`src/rtl/icrd_pkg.sv`:
```
package icrd_pkg;

  // decoded bus event codes
  localparam logic [2:0] OP_START      = 3'd0;
  localparam logic [2:0] OP_ADDR_READ  = 3'd1;
  localparam logic [2:0] OP_ADDR_WRITE = 3'd2;
  localparam logic [2:0] OP_DATA_READ  = 3'd3;
  localparam logic [2:0] OP_DATA_WRITE = 3'd4;
  localparam logic [2:0] OP_STOP       = 3'd5;

  // result kinds
  localparam logic [2:0] KIND_READ_BYTE    = 3'd0;
  localparam logic [2:0] KIND_FULL_REPORT  = 3'd1;
  localparam logic [2:0] KIND_WRITE_BYTE   = 3'd2;
  localparam logic [2:0] KIND_INIT_OK      = 3'd3;
  localparam logic [2:0] KIND_INIT_LENGTH  = 3'd4;
  localparam logic [2:0] KIND_INIT_UNKNOWN = 3'd5;

  // report register slots
  localparam logic [2:0] REG_STICK_X = 3'd0;
  localparam logic [2:0] REG_STICK_Y = 3'd1;
  localparam logic [2:0] REG_ACCEL_X = 3'd2;
  localparam logic [2:0] REG_ACCEL_Y = 3'd3;
  localparam logic [2:0] REG_ACCEL_Z = 3'd4;
  localparam logic [2:0] REG_BUTTONS = 3'd5;

  localparam logic [5:0] ALL_VALID   = 6'h3F;
  localparam logic [7:0] INIT_FIRST  = 8'h40;
  localparam logic [7:0] INIT_SECOND = 8'h00;
  localparam logic [1:0] INIT_LEN    = 2'd2;

  typedef enum logic [1:0] {
    PH_IDLE,
    PH_ADDR,
    PH_READ,
    PH_WRITE
  } phase_t;

  typedef struct packed {
    logic [2:0] kind;
    logic [2:0] reg_index;
    logic [7:0] echo_byte;
    logic [7:0] stick_x;
    logic [7:0] stick_y;
    logic [9:0] accel_x;
    logic [9:0] accel_y;
    logic [9:0] accel_z;
    logic       button_z;
    logic       button_c;
    logic [1:0] write_count;
  } result_t;

endpackage

```
`src/rtl/icrd_event_if.sv`:
```
interface icrd_event_if;
  logic       valid;
  logic       ready;
  logic [2:0] operation;
  logic [7:0] byte_value;

  modport source (output valid, operation, byte_value, input ready);
  modport sink (input valid, operation, byte_value, output ready);
endinterface

```
`src/rtl/icrd_result_if.sv`:
```
interface icrd_result_if;
  logic       valid;
  logic       ready;
  logic [2:0] kind;
  logic [2:0] reg_index;
  logic [7:0] echo_byte;
  logic [7:0] stick_x;
  logic [7:0] stick_y;
  logic [9:0] accel_x;
  logic [9:0] accel_y;
  logic [9:0] accel_z;
  logic       button_z;
  logic       button_c;
  logic [1:0] write_count;

  modport source (output valid, kind, reg_index, echo_byte, stick_x, stick_y, accel_x,
                  accel_y, accel_z, button_z, button_c, write_count, input ready);
  modport sink (input valid, kind, reg_index, echo_byte, stick_x, stick_y, accel_x,
                accel_y, accel_z, button_z, button_c, write_count, output ready);
endinterface

```
`src/rtl/i2c_controller_report_decoder.sv`:
```
// I2C controller report decoder. Each request on evt is one decoded bus event
// (start, address read/write, data read/write, stop) plus its byte. A phase
// machine follows the transaction. Read bytes land in a six-slot report by a
// rolling index (stick X/Y, accel X/Y/Z high bits, then buttons and accel low
// bits) and are echoed; a read stop sends the full report when every slot was
// filled since the last read stop, and clears the slot flags either way.
// Write bytes are echoed, the first two are kept, and a write stop reports the
// init sequence as OK (0x40 0x00), wrong length, or unknown. Events that do
// not fit the current phase are dropped silently. Timing: two stages, an input
// register and a result register; one request per cycle sustained while rpt
// takes its results. A request is registered in the input register, then its
// result in the result register, which drives rpt until rpt takes it. A stalled
// rpt holds its result; once the input register also fills, evt is held too. The
// report index survives stops and is only cleared by reset.
module i2c_controller_report_decoder (
  input  logic                 clk,
  input  logic                 rst,
  icrd_event_if.sink           evt,
  icrd_result_if.source        rpt
);
  import icrd_pkg::*;

  // input stage
  logic       in_valid;
  logic [2:0] in_op;
  logic [7:0] in_byte;

  // decoder state
  phase_t     phase, phase_next;
  logic [2:0] report_index, report_index_next;
  logic [7:0] stick_x_reg, stick_x_reg_next;
  logic [7:0] stick_y_reg, stick_y_reg_next;
  logic [9:0] accel_x_reg, accel_x_reg_next;
  logic [9:0] accel_y_reg, accel_y_reg_next;
  logic [9:0] accel_z_reg, accel_z_reg_next;
  logic [1:0] button_bits, button_bits_next;
  logic [5:0] field_valid, field_valid_next;
  logic [7:0] init_bytes [2];
  logic [1:0] init_count, init_count_next;

  // result stage
  logic       out_valid;
  result_t    out_data;
  result_t    res;
  logic       res_valid;

  logic out_free;
  logic advance;

  assign out_free  = !out_valid || rpt.ready;
  assign advance   = in_valid && out_free;
  assign evt.ready = !in_valid || out_free;

  always_ff @(posedge clk) begin
    if (rst) begin
      in_valid <= 1'b0;
    end else if (evt.ready) begin
      in_valid <= evt.valid;
    end
    if (evt.ready && evt.valid) begin
      in_op   <= evt.operation;
      in_byte <= evt.byte_value;
    end
  end

  // next state
  always_comb begin
    phase_next        = phase;
    report_index_next = report_index;
    stick_x_reg_next  = stick_x_reg;
    stick_y_reg_next  = stick_y_reg;
    accel_x_reg_next  = accel_x_reg;
    accel_y_reg_next  = accel_y_reg;
    accel_z_reg_next  = accel_z_reg;
    button_bits_next  = button_bits;
    field_valid_next  = field_valid;
    init_count_next   = init_count;
    case (phase)
      PH_IDLE: begin
        if (in_op == OP_START) phase_next = PH_ADDR;
      end
      PH_ADDR: begin
        if (in_op == OP_ADDR_READ) phase_next = PH_READ;
        else if (in_op == OP_ADDR_WRITE) phase_next = PH_WRITE;
      end
      PH_READ: begin
        if (in_op == OP_DATA_READ) begin
          case (report_index)
            REG_STICK_X: begin
              stick_x_reg_next = in_byte;
              field_valid_next[0] = 1'b1;
            end
            REG_STICK_Y: begin
              stick_y_reg_next = in_byte;
              field_valid_next[1] = 1'b1;
            end
            REG_ACCEL_X: begin
              accel_x_reg_next = {in_byte, 2'b00};
              field_valid_next[2] = 1'b1;
            end
            REG_ACCEL_Y: begin
              accel_y_reg_next = {in_byte, 2'b00};
              field_valid_next[3] = 1'b1;
            end
            REG_ACCEL_Z: begin
              accel_z_reg_next = {in_byte, 2'b00};
              field_valid_next[4] = 1'b1;
            end
            REG_BUTTONS: begin
              // low accel bits are OR-ed in, they do not mark the field valid
              button_bits_next = in_byte[1:0];
              accel_x_reg_next = accel_x_reg | {8'd0, in_byte[3:2]};
              accel_y_reg_next = accel_y_reg | {8'd0, in_byte[5:4]};
              accel_z_reg_next = accel_z_reg | {8'd0, in_byte[7:6]};
              field_valid_next[5] = 1'b1;
            end
            default: ;
          endcase
          report_index_next = (report_index < REG_BUTTONS) ? report_index + 3'd1 : 3'd0;
        end else if (in_op == OP_STOP) begin
          field_valid_next = '0;
          phase_next       = PH_IDLE;
        end
      end
      PH_WRITE: begin
        if (in_op == OP_DATA_WRITE) begin
          if (init_count < INIT_LEN) init_count_next = init_count + 2'd1;
        end else if (in_op == OP_STOP) begin
          init_count_next = '0;
          phase_next      = PH_IDLE;
        end
      end
      default: phase_next = PH_IDLE;
    endcase
  end

  // result
  always_comb begin
    res       = '0;
    res_valid = 1'b0;
    case (phase)
      PH_READ: begin
        if (in_op == OP_DATA_READ) begin
          res_valid     = 1'b1;
          res.kind      = KIND_READ_BYTE;
          res.reg_index = report_index;
          res.echo_byte = in_byte;
        end else if (in_op == OP_STOP && field_valid == ALL_VALID) begin
          res_valid    = 1'b1;
          res.kind     = KIND_FULL_REPORT;
          res.stick_x  = stick_x_reg;
          res.stick_y  = stick_y_reg;
          res.accel_x  = accel_x_reg;
          res.accel_y  = accel_y_reg;
          res.accel_z  = accel_z_reg;
          res.button_z = button_bits[0];
          res.button_c = button_bits[1];
        end
      end
      PH_WRITE: begin
        if (in_op == OP_DATA_WRITE) begin
          res_valid       = 1'b1;
          res.kind        = KIND_WRITE_BYTE;
          res.echo_byte   = in_byte;
          res.write_count = init_count_next;
        end else if (in_op == OP_STOP) begin
          res_valid       = 1'b1;
          res.write_count = init_count;
          if (init_count != INIT_LEN) res.kind = KIND_INIT_LENGTH;
          else if (init_bytes[0] != INIT_FIRST || init_bytes[1] != INIT_SECOND)
            res.kind = KIND_INIT_UNKNOWN;
          else res.kind = KIND_INIT_OK;
        end
      end
      default: ;
    endcase
  end

  always_ff @(posedge clk) begin
    if (rst) begin
      phase        <= PH_IDLE;
      report_index <= '0;
      stick_x_reg  <= '0;
      stick_y_reg  <= '0;
      accel_x_reg  <= '0;
      accel_y_reg  <= '0;
      accel_z_reg  <= '0;
      button_bits  <= '0;
      field_valid  <= '0;
      init_count   <= '0;
    end else if (advance) begin
      phase        <= phase_next;
      report_index <= report_index_next;
      stick_x_reg  <= stick_x_reg_next;
      stick_y_reg  <= stick_y_reg_next;
      accel_x_reg  <= accel_x_reg_next;
      accel_y_reg  <= accel_y_reg_next;
      accel_z_reg  <= accel_z_reg_next;
      button_bits  <= button_bits_next;
      field_valid  <= field_valid_next;
      init_count   <= init_count_next;
    end
  end

  // init byte capture, no reset needed: only read once both are written
  always_ff @(posedge clk) begin
    if (advance && phase == PH_WRITE && in_op == OP_DATA_WRITE && init_count < INIT_LEN) begin
      init_bytes[init_count[0]] <= in_byte;
    end
  end

  always_ff @(posedge clk) begin
    if (rst) begin
      out_valid <= 1'b0;
    end else if (out_free) begin
      out_valid <= advance && res_valid;
    end
    if (advance && res_valid) begin
      out_data <= res;
    end
  end

  assign rpt.valid       = out_valid;
  assign rpt.kind        = out_data.kind;
  assign rpt.reg_index   = out_data.reg_index;
  assign rpt.echo_byte   = out_data.echo_byte;
  assign rpt.stick_x     = out_data.stick_x;
  assign rpt.stick_y     = out_data.stick_y;
  assign rpt.accel_x     = out_data.accel_x;
  assign rpt.accel_y     = out_data.accel_y;
  assign rpt.accel_z     = out_data.accel_z;
  assign rpt.button_z    = out_data.button_z;
  assign rpt.button_c    = out_data.button_c;
  assign rpt.write_count = out_data.write_count;

  // checks
  a_index_range: assert property (@(posedge clk) disable iff (rst)
    report_index <= REG_BUTTONS) else $error("report index out of range");

  a_count_sat: assert property (@(posedge clk) disable iff (rst)
    init_count <= INIT_LEN) else $error("init count above two");

  a_read_stop_clears: assert property (@(posedge clk) disable iff (rst)
    advance && phase == PH_READ && in_op == OP_STOP |=> field_valid == '0 && phase == PH_IDLE)
    else $error("read stop did not clear flags");

  a_write_stop_clears: assert property (@(posedge clk) disable iff (rst)
    advance && phase == PH_WRITE && in_op == OP_STOP |=> init_count == '0 && phase == PH_IDLE)
    else $error("write stop did not clear count");

  a_no_overwrite: assert property (@(posedge clk) disable iff (rst)
    out_valid && !rpt.ready |-> !advance) else $error("stage advanced over a held result");

endmodule
```
`src/flat_wrapper.sv`:
```
// flat-port wrapper written by rule: the top's interface ports become plain ports
module i2c_controller_report_decoder_flat import icrd_pkg::*;
  (clk, rst, evt_valid, evt_operation, evt_byte_value, evt_ready, rpt_valid, rpt_kind, rpt_reg_index, rpt_echo_byte, rpt_stick_x, rpt_stick_y, rpt_accel_x, rpt_accel_y, rpt_accel_z, rpt_button_z, rpt_button_c, rpt_write_count, rpt_ready);
  icrd_event_if evt_i ();
  icrd_result_if rpt_i ();
  input  logic clk;
  input  logic rst;
  input wire logic [$bits(evt_i.valid)-1:0] evt_valid;
  input wire logic [$bits(evt_i.operation)-1:0] evt_operation;
  input wire logic [$bits(evt_i.byte_value)-1:0] evt_byte_value;
  output wire logic [$bits(evt_i.ready)-1:0] evt_ready;
  output wire logic [$bits(rpt_i.valid)-1:0] rpt_valid;
  output wire logic [$bits(rpt_i.kind)-1:0] rpt_kind;
  output wire logic [$bits(rpt_i.reg_index)-1:0] rpt_reg_index;
  output wire logic [$bits(rpt_i.echo_byte)-1:0] rpt_echo_byte;
  output wire logic [$bits(rpt_i.stick_x)-1:0] rpt_stick_x;
  output wire logic [$bits(rpt_i.stick_y)-1:0] rpt_stick_y;
  output wire logic [$bits(rpt_i.accel_x)-1:0] rpt_accel_x;
  output wire logic [$bits(rpt_i.accel_y)-1:0] rpt_accel_y;
  output wire logic [$bits(rpt_i.accel_z)-1:0] rpt_accel_z;
  output wire logic [$bits(rpt_i.button_z)-1:0] rpt_button_z;
  output wire logic [$bits(rpt_i.button_c)-1:0] rpt_button_c;
  output wire logic [$bits(rpt_i.write_count)-1:0] rpt_write_count;
  input wire logic [$bits(rpt_i.ready)-1:0] rpt_ready;
  assign evt_i.valid = evt_valid;
  assign evt_i.operation = evt_operation;
  assign evt_i.byte_value = evt_byte_value;
  assign evt_ready = evt_i.ready;
  assign rpt_valid = rpt_i.valid;
  assign rpt_kind = rpt_i.kind;
  assign rpt_reg_index = rpt_i.reg_index;
  assign rpt_echo_byte = rpt_i.echo_byte;
  assign rpt_stick_x = rpt_i.stick_x;
  assign rpt_stick_y = rpt_i.stick_y;
  assign rpt_accel_x = rpt_i.accel_x;
  assign rpt_accel_y = rpt_i.accel_y;
  assign rpt_accel_z = rpt_i.accel_z;
  assign rpt_button_z = rpt_i.button_z;
  assign rpt_button_c = rpt_i.button_c;
  assign rpt_write_count = rpt_i.write_count;
  assign rpt_i.ready = rpt_ready;
  i2c_controller_report_decoder u_core (.clk(clk), .rst(rst), .evt(evt_i), .rpt(rpt_i));
endmodule
```
`config.mk`:
```
export PLATFORM = sky130hd
export DESIGN_NAME = i2c_controller_report_decoder_flat
export DESIGN_NICKNAME = d
export VERILOG_FILES = /design/src/rtl/icrd_pkg.sv /design/src/rtl/icrd_event_if.sv /design/src/rtl/icrd_result_if.sv /design/src/rtl/i2c_controller_report_decoder.sv /design/src/flat_wrapper.sv
export SDC_FILE = /design/constraint.sdc
export NUM_CORES = 1
export LEC_CHECK = 0
export BUFFER_PORTS_ARGS = -buffer_cell sky130_fd_sc_hd__buf_4
export CORE_UTILIZATION = 40
export CTS_CLUSTER_DIAMETER = 120
export DETAILED_ROUTE_END_ITERATION = 12
export PLACE_DENSITY = 0.59
export SYNTH_ARGS = -nofsm -noshare
export SYNTH_HDL_FRONTEND = slang
export SYNTH_SLANG_ARGS = --single-unit
```
`constraint.sdc`:
```
create_clock -name clk -period 4.9 [get_ports clk]
set_input_delay 0.98 -clock clk [delete_from_list [all_inputs] [get_ports clk]]
set_output_delay 0.98 -clock clk [all_outputs]
set_load 0.02 [all_outputs]
```
== Word level (Yosys, flattened, before mapping) ==
Memory sizes are Yosys's and may differ from the RTL's.
Cells that the tools add are included.
Storage, ports and cells
  flip-flop bits (word level): 138
  RAM bits: 16
  bits of input ports: 15
  output and inout port bits: 66
  word-level logic and storage cells: 144
  memories kept: 1
Memories
  u_core.init_bytes: words 2, bits a word 8, read ports 2, clocked after memory_dff 0, write ports 1, RTL line i2c_controller_report_decoder.sv:38  | logic [7:0] init_bytes [2];
Operators by class
  add/subtract/negate cells: 2
  order comparisons: 2
  equality and inequality tests: 26
  muxes and demuxes: 42
  bitwise gates (word level): 5
  reductions and logical operators: 36
Operators with widths (count)
  case mux 10 bit (2 select lines): 3
  AND reduction 4 bit: 12
  OR 10 x 2 -> 10 bit: 3
  2-to-1 mux 2 bit: 12
  2-to-1 mux 3 bit: 6
  inequality test 2 bit, second input constant: 9
  2-to-1 mux 8 bit: 2
  case mux 8 bit (2 select lines): 1
  2-to-1 mux 1 bit: 13
  == test 3 x 2 -> 1 bit, second input constant: 4
  == test 3 bit, second input constant: 4
  2-to-1 mux 6 bit: 2
  inequality test 8 x 7 -> 1 bit, second input constant: 1
  case mux 2 bit (4 select lines): 1
  nonzero test 2 bit: 4
  nonzero test 8 bit: 1
  logical AND 1 bit: 7
  == test 3 x 1 -> 1 bit, second input constant: 2
  == test 6 bit, second input constant: 1
  logical NOT 3 bit: 2
  case mux 3 bit (2 select lines): 1
  AND reduction 5 bit: 1
  == test 2 bit, second input constant: 2
  adder 3 x 1 -> 3 bit, second input constant: 1
  other kinds (14): 18

== Longest topological paths before layout ==
  depth in word-level cells: 8
  gate-level depth with buffers: 7
  gate-level depth less buffers: 6

== Worst setup path before layout ==
OpenSTA, ideal clock, no wires.
  path type: register to register
  start point: register u_core.in_op[1]
  end point: register u_core.out_data (netlist bit u_core.rpt.accel_x[0]) (enable)
  library setup time: 0.486 ns
  arrival: 4.101 ns
  data required time: 4.414 ns
  setup slack: 0.313 ns
  stages on the path, launching flop included: 7
  buffers on the path: 2
  period minus slack after synthesis: 4.587 ns
  path through: edfxtp_1 > clkbuf_2 > nand2b_1 > nor4_4 > clkbuf_1 > nor3_1 > nor2_1
Between the ends
  cells in the longest elaborated chain, start to end: 6
  elaborated cells on any way between the ends: 10
  classes of those cells: 3 x eq/ne; 5 x mux; 2 x reduce/logical
RTL lines
  start: declaration: RTL line i2c_controller_report_decoder.sv:25  | logic [2:0] in_op;
  start signal: assignment: RTL line i2c_controller_report_decoder.sv:61  | in_op <= evt.operation;
  == test 3 bit: RTL line i2c_controller_report_decoder.sv:148, i2c_controller_report_decoder.sv:166
  logical AND 1 bit: RTL line i2c_controller_report_decoder.sv:148  | end else if (in_op == OP_STOP && field_valid == ALL_VALID) begin
  2-to-1 mux 1 bit: RTL line i2c_controller_report_decoder.sv:148
  2-to-1 mux 1 bit: RTL line i2c_controller_report_decoder.sv:143  | if (in_op == OP_DATA_READ) begin
  case mux 1 bit (2 select lines) (*): RTL line i2c_controller_report_decoder.sv:141  | case (phase)
  logical AND 1 bit (*): RTL line i2c_controller_report_decoder.sv:218  | if (advance && res_valid) begin
  end signal: assignment: RTL line i2c_controller_report_decoder.sv:219  | out_data <= res;
  end: declaration: RTL line i2c_controller_report_decoder.sv:43  | result_t out_data;
Every way passes the cells marked *; elsewhere a longest branch is shown, timed or not.
A chain may end at the register's enable or synchronous reset.

== Final worst setup path ==
  start point: input port rpt_ready
  end point: output port evt_ready
Between the ends
  cells in the longest elaborated chain, start to end: 2
RTL lines
  start: declaration: RTL line flat_wrapper.sv:24  | input wire logic [$bits(rpt_i.ready)-1:0] rpt_ready;
  logical OR 1 bit: RTL line i2c_controller_report_decoder.sv:50  | assign out_free = !out_valid || rpt.ready;
  logical OR 1 bit: RTL line i2c_controller_report_decoder.sv:52  | assign evt.ready = !in_valid || out_free;
  end: declaration: RTL line flat_wrapper.sv:11  | output wire logic [$bits(evt_i.ready)-1:0] evt_ready;
No other way between the ends.

==> metrics.yaml <==
routedWlPerCell_um: 15.5
start_kind: "input port"
fin_worst_skew_ns: 0.00632
hold_viol_final: 0
ios: 81
synth_top_area_cell: "edfxtp_1"
drv_slew: 0
nets: 558
portBuffers: 80
core-area_mm2: 0.0145
critPathKind: "in -> out"
cts_max_level: 4
die_h_um: 123
cts.sinks: 154
clk_latency_ns: 0.42
rsz0062_at_grt: "no"
cpMaxStageDelayCell: "nor2b_1"
antenna_cells: 0
yosys.cell_types.count: 43
powerDensity_mw_per_mm2: 385
setup_viol: 0
worstPathRequired_ns: 3.92
ant_nets: 0
drive_above_1_share: 0.235
cpLargestDelayFamily: "simple AND/OR/NAND/NOR gates"
fmax_mhz: 364
slew_headroom: 0.291
synth_ff_type: "edfxtp_1"
viasPerCell: 4.87
avgSynthCellArea_um2: 13.0
grt_pass1_vias: 3530
max_stage_delay_ns: 0.37
fin_crit_ns: 2.75
grt_overflow: 0
dp_hpwl_mm: 7.79
grt_pass1_wl_mm: 18.3
arrival_ns: 1.77
timing.final.crit_share: 0.560
antenna_found_initial: 0
cp_cell_sequence: "buf_4 -> nor2b_1 -> nand2_1 -> buf_4"
hold_class: "reg -> reg"
route.detailed.drc: 0
ys_ff_latch: 154
largest_reg_flops: 16
first_pass_iters: 7
cts_tree: "yes"
status: "finished, final reports clean"
synth_nets: 477
ys_warn_count: 0
ys_seq_area_frac: 0.677
synth_top_area_frac: 0.463
path_max_fanout: 5
gp_congestion: 0.798
ir_worst_vdd_mv: 0.249
ctsResizeCount: 0
r2r_cells: 5
worst_pin_slew_ns: 1.06
maxCapViolCount: 0
synth_cells: 455
post_cts_buffers: 0
async_flop_share: 0
min_delay_path_depth: 2
ys_top_cells_by_count: "edfxtp_1 (91), and2_1 (63), dfxtp_1 (63)"
crit_buf_inv: 2
numCtsBuffers: 17
grt_usage: 0.165
initial_core_util: 0.407
hold_buffers: 0
total_power_w: 0.00282
finalSetupTns_ns: 0
die-width_um: 123
drt_iter0_markers: 193
yosys-top-cells-area: "edfxtp_1 (46%), dfxtp_1 (21%), and2_1 (6.7%)"
vias: 3567
grt_max_degree: 50
layout.cells.non_filler: 733
dp_cells: 701
cts-root-buf: "clkbuf_16"
synth_edf_count: 91
rows: 44
clock_path_buffers: 2
crit_path_end_kind: "output pin"
crit_top_cell: "buf_4"
die-area_mm2: 0.0152
synth_area_mm2: 0.00590
clkTransAtPathRegs_ns: 0.06
p_leak_nw: 2.74
area_growth_pct: 24.1
cp_num_cells: 4
synth.most_common_cell: "edfxtp_1"
wirelength_mm: 11.4
## worst min-delay path, delay by kind of cell, from the launching register on
family | cells | cell delay [ns]
flops | 1 | 0.30
simple gates | 1 | 0.05
mux | 1 | 0.05
## cell families after synthesis
kind of cell / count (synthesis) / synth area share
and+or+nand+nor: 178 / 0.168
DFF: 154 / 0.677
AOI/OAI and AO/OA: 45 / 0.0528
muxes: 36 / 0.0611
buffers and inverters: 34 / 0.0240
adders and majority gates: 7 / 0.0149
xor gates and xnor gates: 1 / 0.00149
## per-stage QoR
step / setup slack [ns] / hold WS [ns] / area [um2] / utilization
finish: 2.15 / 0.451 / 7320 / 0.505
global route: 2.06 / 0.474 / 7320 / 0.505
CTS: 2.15 / 0.457 / 7320 / 0.505
detailed placement: 2.10 / 0.448 / 6670 / 0.461
global placement: 2.17 / 0.433 / 6670 / 0.461
floorplan: 0.313 / 0.426 / 5900 / -
## final timing paths
path | start | endpoint | slack [ns]
worst max register to register | u_core.in_op[0]$_DFFE_PP_ | u_core.rpt.accel_x[5]$_SDFFCE_PP0P_ | 2.27
worst max-delay path | rpt_ready | evt_ready | 2.15
worst min register to register | u_core.accel_z_reg[4]$_SDFFE_PP0P_ | u_core.accel_z_reg[4]$_SDFFE_PP0P_ | 0.45
worst min-delay path | u_core.accel_z_reg[4]$_SDFFE_PP0P_ | u_core.accel_z_reg[4]$_SDFFE_PP0P_ | 0.45
## layout make-up
class / count / area (um2)
Inverter: 11 / 41.3
Fill cell: 1273 / 7160
Sequential cell: 154 / 3990
Clock buffer: 21 / 482
Multi-Input combinational cell: 267 / 1770
Timing Repair Buffer: 85 / 638
Tap cell: 184 / 230
Clock inverter: 11 / 164
## metal layers
layer	vias up	routed length, um	GRT usage
li1	1778	-	-
met1	1708	5240	0.213
met2	74	5540	0.262
met3	7	490	0.0452
met4	0	95	0.0685
met5	-	0	0
## layout by cell type (no fill, tap or decap), drive strengths merged, types with 3 or more instances in the layout
cell type / instances
edfxtp: 91
buf: 85
and2: 63
dfxtp: 63
nand2: 53
mux2i: 36
clkbuf: 21
nor2: 20
a21oi: 15
inv: 12
nor3: 8
ha: 7
and3: 6
a31o: 6
nand3: 6
nand2b: 5
a31oi: 5
nor2b: 4
bufinv: 4
nor4: 4
clkinv: 4
o41ai: 3
a211oi: 3
o31ai: 3
o21ai: 3
## where the power goes
part	switching [W]	internal (W)	leakage, nW
combinational	0.0000246	0.0000132	1.22
sequential	0.0000121	0.00137	1.21
clock	0.000491	0.000907	0.312
total	0.000528	0.00229	2.74
Power figures use the tool's default switching activity.
